## config.mk

```make
export PLATFORM = sky130hd
export DESIGN_NAME = spinlock_pool_engine
export DESIGN_NICKNAME = d
export VERILOG_FILES = /design/src/hw/rtl/spe_pkg.sv /design/src/hw/rtl/spe_ram.sv /design/src/hw/rtl/spinlock_pool_engine.sv
export SDC_FILE = /design/constraint.sdc
export NUM_CORES = 2
export LEC_CHECK = 0
export ABC_AREA = 1
export BUFFER_PORTS_ARGS = -buffer_cell sky130_fd_sc_hd__clkbuf_2
export CORE_MARGIN = 4
export CORE_UTILIZATION = 45
export CTS_CLUSTER_SIZE = 16
export DETAILED_ROUTE_END_ITERATION = 7
export GPL_TIMING_DRIVEN = 0
export HOLD_SLACK_MARGIN = 0.08
export PLACE_DENSITY = 0.6
export SLEW_MARGIN = 20
export SYNTH_ARGS = -nofsm -noshare
export SYNTH_HDL_FRONTEND = slang
export SYNTH_HIERARCHICAL = 1
export SYNTH_SLANG_ARGS = --single-unit
```

## constraint.sdc

```tcl
create_clock -name clk -period 9.9 [get_ports clk]
set_input_delay 2.475 -clock clk [delete_from_list [all_inputs] [get_ports clk]]
set_output_delay 2.475 -clock clk [all_outputs]
set_load 0.03 [all_outputs]
```

## src/hw/rtl/spe_pkg.sv

```systemverilog
// Shared constants, types and codes for the spinlock pool engine.
// No dependencies; spinlock_pool_engine and spe_checker import this package.
`timescale 1ns / 1ps

package spe_pkg;

	localparam int NUM_LOCKS    = 1024;
	localparam int IDX_W        = 10;
	localparam int ADDR_SPACE   = 1 << IDX_W;
	localparam int SEARCH_LIMIT = (NUM_LOCKS < ADDR_SPACE) ? NUM_LOCKS : ADDR_SPACE;

	// Entries are packed 32 to a memory row, two bits each.
	localparam int ROW_ENTRIES = 32;
	localparam int COL_W       = 5;
	localparam int ROW_W       = 2 * ROW_ENTRIES;
	localparam int ROWS        = (SEARCH_LIMIT + ROW_ENTRIES - 1) / ROW_ENTRIES;
	localparam int ROW_AW      = (ROWS > 1) ? $clog2(ROWS) : 1;

	localparam int STATUS_W = 2;
	localparam int REQ_W    = 3;
	localparam int IN_TDATA_W  = 16;
	localparam int OUT_TDATA_W = 16;

	typedef enum logic [REQ_W-1:0] {
		REQ_ALLOC   = 3'd0,
		REQ_RELEASE = 3'd1,
		REQ_LOCK    = 3'd2,
		REQ_TRYLOCK = 3'd3,
		REQ_UNLOCK  = 3'd4
	} req_e_t;

	typedef enum logic [STATUS_W-1:0] {
		STS_OK     = 2'd0,
		STS_BUSY   = 2'd1,
		STS_NOFREE = 2'd2
	} status_t;

	typedef enum logic [1:0] {
		ST_INVALID  = 2'd0,
		ST_UNLOCKED = 2'd1,
		ST_LOCKED   = 2'd2
	} entry_t;

	typedef enum logic [1:0] {
		FSM_CLEAR,
		FSM_IDLE,
		FSM_READ,
		FSM_MODIFY
	} fsm_t;

endpackage

```

## src/hw/rtl/spe_ram.sv

```systemverilog
// Generic single-write, single-read synchronous RAM with registered read data.
// No dependencies.
`timescale 1ns / 1ps

module spe_ram #(
	parameter int WIDTH = 64,
	parameter int DEPTH = 32
) (
	input  logic                     clk,
	input  logic                     we,
	input  logic [$clog2(DEPTH > 1 ? DEPTH : 2)-1:0] waddr,
	input  logic [WIDTH-1:0]         wdata,
	input  logic [$clog2(DEPTH > 1 ? DEPTH : 2)-1:0] raddr,
	output logic [WIDTH-1:0]         rdata
);

	logic [WIDTH-1:0] mem [DEPTH];

	always_ff @(posedge clk) begin
		if (we) begin
			mem[waddr] <= wdata;
		end
		rdata <= mem[raddr];
	end

endmodule

```

## src/hw/rtl/spinlock_pool_engine.sv

```systemverilog
// Top level of the spinlock pool engine: request sequencer, row memory and
// full-row summary. Depends on spe_pkg and spe_ram.
`timescale 1ns / 1ps
//
// Channel   Dir  Beat contents (low bit up)
// --------  ---  -------------------------------------------------------
// s_axis    in   tuser: req_type[2:0]; tdata: lock_index[9:0], zero pad
// m_axis    out  tdata: status[1:0], granted_index[11:2], zero pad
//
// A request passes through accept, row read, then modify and write back to
// the single-port-per-direction row memory (one row read and at most one row
// write per request). The next request is taken once the write lands.
// After reset a clearing pass writes every row (32 at 1024 locks) to invalid,
// with s_axis_tready low. A result beat waiting in the output register
// does not block a new request; only a second finished result holds the
// modify stage until m_axis_tready frees the register.

module spinlock_pool_engine (
	input  logic                        clk,
	input  logic                        arst_n,
	input  logic                        s_axis_tvalid,
	output logic                        s_axis_tready,
	input  logic [spe_pkg::IN_TDATA_W-1:0]  s_axis_tdata,  // lock_index[9:0], pad
	input  logic [spe_pkg::REQ_W-1:0]       s_axis_tuser,  // req_type[2:0]
	output logic                        m_axis_tvalid,
	input  logic                        m_axis_tready,
	output logic [spe_pkg::OUT_TDATA_W-1:0] m_axis_tdata   // status[1:0], granted_index[11:2]
);

	import spe_pkg::*;

	fsm_t              state_q, state_d;
	logic [ROW_AW-1:0] clr_q;
	req_e_t            req_q;
	logic [IDX_W-1:0]  idx_q;
	logic [ROW_AW-1:0] row_q;
	logic              inrange_q;
	logic              nofree_q;
	logic [ROWS-1:0]   full_q;
	logic              out_valid_q;
	logic [OUT_TDATA_W-1:0] out_data_q;

	logic              accept;
	logic              advance;
	logic [IDX_W-1:0]  in_idx;
	logic [ROW_AW-1:0] alloc_row;
	logic              all_full;

	logic              ram_we;
	logic [ROW_AW-1:0] ram_waddr;
	logic [ROW_W-1:0]  ram_wdata;
	logic [ROW_W-1:0]  rd_row;

	logic [ROW_W-1:0]  new_row;
	logic              row_we;
	status_t           sts;
	logic [IDX_W-1:0]  granted;
	logic [ROW_ENTRIES-1:0] free_old;
	logic [ROW_ENTRIES-1:0] free_new;
	logic [COL_W-1:0]  hit;
	entry_t            cur;
	logic [COL_W-1:0]  col;

	assign in_idx        = s_axis_tdata[IDX_W-1:0];
	assign s_axis_tready = (state_q == FSM_IDLE);
	assign accept        = s_axis_tvalid && s_axis_tready;
	// Modify stage may finish only when the output register is free or draining.
	assign advance       = (state_q == FSM_MODIFY) && (!out_valid_q || m_axis_tready);

	// Lowest row that still holds an invalid entry.
	always_comb begin
		alloc_row = '0;
		all_full  = &full_q;
		for (int r = ROWS - 1; r >= 0; r--) begin
			if (!full_q[r]) begin
				alloc_row = ROW_AW'(r);
			end
		end
	end

	// Sequencer.
	always_ff @(posedge clk or negedge arst_n) begin
		if (!arst_n) begin
			state_q <= FSM_CLEAR;
			clr_q   <= '0;
		end else begin
			state_q <= state_d;
			if (state_q == FSM_CLEAR) begin
				clr_q <= clr_q + 1'b1;
			end
		end
	end

	always_comb begin
		state_d = state_q;
		unique case (state_q)
			FSM_CLEAR: begin
				if (clr_q == ROW_AW'(ROWS - 1)) begin
					state_d = FSM_IDLE;
				end
			end
			FSM_IDLE: begin
				if (accept) begin
					state_d = FSM_READ;
				end
			end
			FSM_READ: begin
				state_d = FSM_MODIFY;
			end
			FSM_MODIFY: begin
				if (advance) begin
					state_d = FSM_IDLE;
				end
			end
			default: begin
				state_d = FSM_CLEAR;
			end
		endcase
	end

	// Capture the request; allocate picks its row here from the summary.
	always_ff @(posedge clk) begin
		if (accept) begin
			req_q     <= req_e_t'(s_axis_tuser);
			idx_q     <= in_idx;
			inrange_q <= (32'(in_idx) < NUM_LOCKS);
			nofree_q  <= all_full;
			if (req_e_t'(s_axis_tuser) == REQ_ALLOC) begin
				row_q <= alloc_row;
			end else begin
				row_q <= ROW_AW'(in_idx >> COL_W);
			end
		end
	end

	// Row memory: clearing pass owns the write port until the sweep ends.
	assign ram_we    = (state_q == FSM_CLEAR) || (advance && row_we);
	assign ram_waddr = (state_q == FSM_CLEAR) ? clr_q : row_q;
	assign ram_wdata = (state_q == FSM_CLEAR) ? '0 : new_row;

	spe_ram #(
		.WIDTH(ROW_W),
		.DEPTH(ROWS)
	) u_rows (
		.clk  (clk),
		.we   (ram_we),
		.waddr(ram_waddr),
		.wdata(ram_wdata),
		.raddr(row_q),
		.rdata(rd_row)
	);

	// Free mask of the row as read; entries past the search limit never count.
	always_comb begin
		for (int k = 0; k < ROW_ENTRIES; k++) begin
			free_old[k] = (rd_row[2*k +: 2] == ST_INVALID) &&
				((int'(row_q) * ROW_ENTRIES + k) < SEARCH_LIMIT);
		end
		hit = '0;
		for (int k = ROW_ENTRIES - 1; k >= 0; k--) begin
			if (free_old[k]) begin
				hit = COL_W'(k);
			end
		end
	end

	assign col = idx_q[COL_W-1:0];
	assign cur = entry_t'(rd_row[2*col +: 2]);

	// Modify: decide the new entry state, the status and the returned index.
	always_comb begin
		new_row = rd_row;
		row_we  = 1'b0;
		sts     = STS_OK;
		granted = idx_q;
		unique case (req_q)
			REQ_ALLOC: begin
				if (nofree_q) begin
					sts = STS_NOFREE;
				end else begin
					new_row[2*hit +: 2] = ST_UNLOCKED;
					row_we  = 1'b1;
					granted = IDX_W'(int'(row_q) * ROW_ENTRIES + int'(hit));
				end
			end
			REQ_RELEASE, REQ_LOCK, REQ_TRYLOCK, REQ_UNLOCK: begin
				if (!inrange_q) begin
					sts = STS_NOFREE;
				end else begin
					case (req_q)
						REQ_RELEASE: begin
							new_row[2*col +: 2] = ST_INVALID;
							row_we = 1'b1;
						end
						REQ_LOCK: begin
							if (cur == ST_LOCKED) begin
								sts = STS_BUSY;
							end else begin
								new_row[2*col +: 2] = ST_LOCKED;
								row_we = 1'b1;
							end
						end
						REQ_TRYLOCK: begin
							if (cur == ST_UNLOCKED) begin
								new_row[2*col +: 2] = ST_LOCKED;
								row_we = 1'b1;
							end else begin
								sts = STS_BUSY;
							end
						end
						default: begin
							new_row[2*col +: 2] = ST_UNLOCKED;
							row_we = 1'b1;
						end
					endcase
				end
			end
			default: begin
				// unknown request: drop it, report success
			end
		endcase
		for (int k = 0; k < ROW_ENTRIES; k++) begin
			free_new[k] = (new_row[2*k +: 2] == ST_INVALID) &&
				((int'(row_q) * ROW_ENTRIES + k) < SEARCH_LIMIT);
		end
	end

	// Summary of rows with no invalid entry left; reset matches the cleared memory.
	always_ff @(posedge clk or negedge arst_n) begin
		if (!arst_n) begin
			full_q <= '0;
		end else if (advance && row_we) begin
			full_q[row_q] <= ~|free_new;
		end
	end

	// Output register: load on advance, drop valid once the beat is taken.
	always_ff @(posedge clk or negedge arst_n) begin
		if (!arst_n) begin
			out_valid_q <= 1'b0;
		end else if (advance) begin
			out_valid_q <= 1'b1;
		end else if (m_axis_tready) begin
			out_valid_q <= 1'b0;
		end
	end

	always_ff @(posedge clk) begin
		if (advance) begin
			out_data_q <= OUT_TDATA_W'({granted, sts});
		end
	end

	assign m_axis_tvalid = out_valid_q;
	assign m_axis_tdata  = out_data_q;

endmodule

```

==> impl_results.md <==
* Syn. warnings at 6
* Gates resized, CTS repair at 0
* Synth top area share at 0.6711
* CTS max path bufs at 3
* Fmax at 135.3 MHz
* Worst slew margin at 0.08777
* Peak VDD IR at 0.0002036 V
* # setup viols final at 0
* Initial antenna violation count at 18
* Syn Inst Count at 8511
* Number of max-cap violations at 0
* Delay of the slowest critical-path stage at 0.90 ns
* Worst path cell trace: nor2_1, inv_1, nor2_1, clkinv_1, nor2_1, clkbuf_1, inv_1, o21ai_0, nand2_1, clkbuf_1, nand2_1, nand3_1, nor2_4, buf_16, buf_16, buf_16, buf_12
* Mapped cell area at 93030 um2
* Top cells by area, synth: edfxtp_1 (67%), nand2_1 (11%), nand3_1 (10%)
* Tot GR Track Use at 0.3530
* Crit path DAT at 7.96 ns
* R2R depth at 17
* Critical path class: register to register
* H-tree depth at 4
* Design Area, Final at 109100 um2
* Drt pass-1 iters at 6
* Mean Syn Cell Area at 10.93 um2
* FFs w/ async S/R, synth at 0.01832
* Most common flop cell mapped by yosys: edfxtp_1
* Port Buffer Count at 30
* CTS Sinks at 2183
* DRT iter0 DRCs at 11090
* Number of global-route vias before repair at 67520
* Hold Path Class: register to register
* Die area at 214100 um2
* Num ports at 41
* Clock Pin Slew Worst Setup and Hold Paths at 0.06 ns
* First-pass GRT wire length at 530700 um
* CTS tree: built
* Unrepaired setup endpoints after global routing: false
* Pleak at 0.04015 uW
* Chip Width at 462.7 um
* Number of flops mapped to enable cells by yosys at 2079
* Final Core Density at 0.5315
* DR WL/cell at 32.81 um
* Final slew viol count at 0
* CP startpoint kind: register
* Residual DRC count at 0
* Detailed placement HPWL at 278500 um
* Seq/Total Area, Yosys at 0.6956
* Yosys cell types at 56
* Number of nets in the layout at 9003
* Layout area overhead at 17.24%
* Final wirelength at 389200 um
* Synth Register Bits at 2183
* Num rows at 166
* Via count at 73500
* Via-per-instance ratio at 6.197
* Post-Place Cell Area at 101900 um2
* CP Capture Type: register
* Hold_buf cts at 0
* Post-CTS Setup Bufs at 0
* DRT antenna net count at 0
* Largest net degree at the start of global routing at 41
* CTS buffer count at 219
* Crit path time final at 7.392 ns
* Pwr/cell area at 268.2 nW/um2
* Clock Skew at 0.04137 ns
* CORE AREA at 205200 um2
* Die height at 462.7 um
* Worst-Margin Slew at 1.368 ns
* Root buf cell: clkbuf_16
* Share of layout cells above drive strength 1 at 0.1153
* Worst Path Max Fanout at 13
* Initial core utilization at 0.4533
* Status: completed
* CP Data Required Time at 10.47 ns
* Total power at 29250 uW
* Hold depth at 2
* CP max stage cell: nor2_1
* Gpl congestion at 0.9795
* Clk_lat worst skew at 0.89 ns
* GRT overflow at 0
* Hold Fails Final Rpt at 0
* Crit share post-route at 0.7467
* Dominant cell type by area after synthesis: edfxtp_1
==> cells in the mapped netlist, types with 6 or more instances <==
cell type,count
dfxtp_1,64
buf_2,286
nor3_1,25
nor2_1,285
inv_2,6
nor4_1,6
o311ai_0,22
o31ai_1,12
clkinv_1,10
a21oi_1,80
buf_4,44
nand2_1,2794
buf_1,46
o22ai_1,10
buf_6,8
o221ai_1,6
ha_1,16
nand3_1,1934
a221oi_1,9
a2111oi_0,7
o21ai_1,16
a311oi_1,9
inv_1,224
clkbuf_1,140
a31oi_1,11
edfxtp_1,2079
o21ai_0,180
nand3_2,35
nor2_4,8
dfrtp_1,40
nand4_1,50
nand2_2,8
==> power breakdown <==
part / leakage (uW) / total (uW) / internal, uW / switching (uW)
Combinational: 0.0167 / 8540 / 1900 / 6640
Sequential: 0.0200 / 12400 / 12000 / 412
Clock: 0.00347 / 8330 / 4760 / 3570
Total: 0.0402 / 29200 / 18600 / 10600
==> cell type report <==
type	count	area [um2]
clock inverters	116	1229
fillers	17670	96140
repair buffers	229	4825
inverters	241	907.1
well taps	2688	3363
multi-input cells	5562	25440
flip-flops and latches	2183	64710
diodes	25	62.56
plain buffers	528	2646
clock buffers	289	5877
==> per-layer routing <==
layer	vias up	GRT usage	part of all wire
met5	-	0	0.000062
met4	4	0.1781	0.060
met3	947	0.1048	0.14
met1	36200	0.4832	0.38
li1	30850	-	-
met2	5498	0.5125	0.42
==> final timing paths <==
kind	start	end	slack (ns)
min reg2reg	m_axis_tvalid$_DFFE_PN0P_	m_axis_tvalid$_DFFE_PN0P_	0.50
max	req_q[0]$_DFFE_PP_	u_rows/mem[26][14]$_DFFE_PP_	2.51
min	m_axis_tvalid$_DFFE_PN0P_	m_axis_tvalid$_DFFE_PN0P_	0.50
max in group asynchronous	arst_n	full_q[16]$_DFFE_PN0P_	7.55
max reg2reg	req_q[0]$_DFFE_PP_	u_rows/mem[26][14]$_DFFE_PP_	2.51
min in group asynchronous	arst_n	m_axis_tvalid$_DFFE_PN0P_	1.73
==> metrics by stage <==
| step | std cells | worst slack [ns] | hold slack, ns | TNS, ns |
|---|---|---|---|---|
| finish | 11860 | 2.508 | 0.4995 | 0 |
| global route | 11840 | 2.395 | 0.5374 | 0 |
| CTS | 11840 | 2.584 | 0.5014 | 0 |
| detailed placement | 11430 | 2.564 | 0.4851 | 0 |
| global placement | 11230 | -3.770 | 0.4837 | -6431.71 |
| floorplan | 8514 | 2.702 | 0.4597 | 0 |
==> critical path, delay by kind of cell (launching register included) <==
family | cells | cell delay [ns]
simple gates | 7 | 3.74
buf+inv | 9 | 2.66
flops | 1 | 0.50
compound gates | 1 | 0.11
==> flip-flops by register name, summed over array words and instances (netlist names) <==
register and flops:
m_axis_tdata 12, state_q 2, full_q 32, idx_q 10, nofree_q 1, clr_q 5
u_rows/mem 2048, u_rows/rdata 64, m_axis_tvalid 1, row_q 5, req_q 3
==> cells by family after synthesis <==
kind of cell	after synthesis	share of synthesized area
XOR/XNOR	4	0.0003767
AO/OA/AOI/OAI	380	0.02377
AND/OR/NAND/NOR	5158	0.2402
buffers and inverters	769	0.03789
adder cells (fa/ha/maj)	16	0.002152
flip-flops	2183	0.6956
other	1	0.00004031
==> cell usage in the layout (no fill, tap or decap), drive strengths merged <==
| cell type | synthesis | layout |
|---|---|---|
| nand2 | 2805 | 2805 |
| edfxtp | 2079 | 2079 |
| nand3 | 1969 | 1969 |
| buf | 387 | 586 |
| clkbuf | 141 | 460 |
| nor2 | 297 | 297 |
| inv | 231 | 236 |
| o21ai | 196 | 196 |
| clkinv | 10 | 98 |
| a21oi | 81 | 81 |
| dfxtp | 64 | 64 |
| nand4 | 53 | 53 |
| dfrtp | 40 | 40 |
| nor3 | 26 | 26 |
| diode | 0 | 25 |
| bufinv | 0 | 23 |
| o311ai | 23 | 23 |
| ha | 16 | 16 |
| o31ai | 12 | 12 |
| a31oi | 11 | 11 |
| o22ai | 10 | 10 |
| a311oi | 9 | 9 |
| a221oi | 9 | 9 |
| a2111oi | 7 | 7 |
| o221ai | 6 | 6 |
| nor4 | 6 | 6 |
| conb | 1 | 4 |
| a21boi | 4 | 4 |
| o211ai | 3 | 3 |
| o2111ai | 3 | 3 |
| xnor2 | 2 | 2 |
| a211oi | 2 | 2 |
| xor2 | 2 | 2 |
| a22o | 1 | 1 |
| o21bai | 1 | 1 |
| and3 | 1 | 1 |
| a22oi | 1 | 1 |
| o41ai | 1 | 1 |
| or2 | 1 | 1 |
Note: power is estimated with default switching activity, not from simulation.
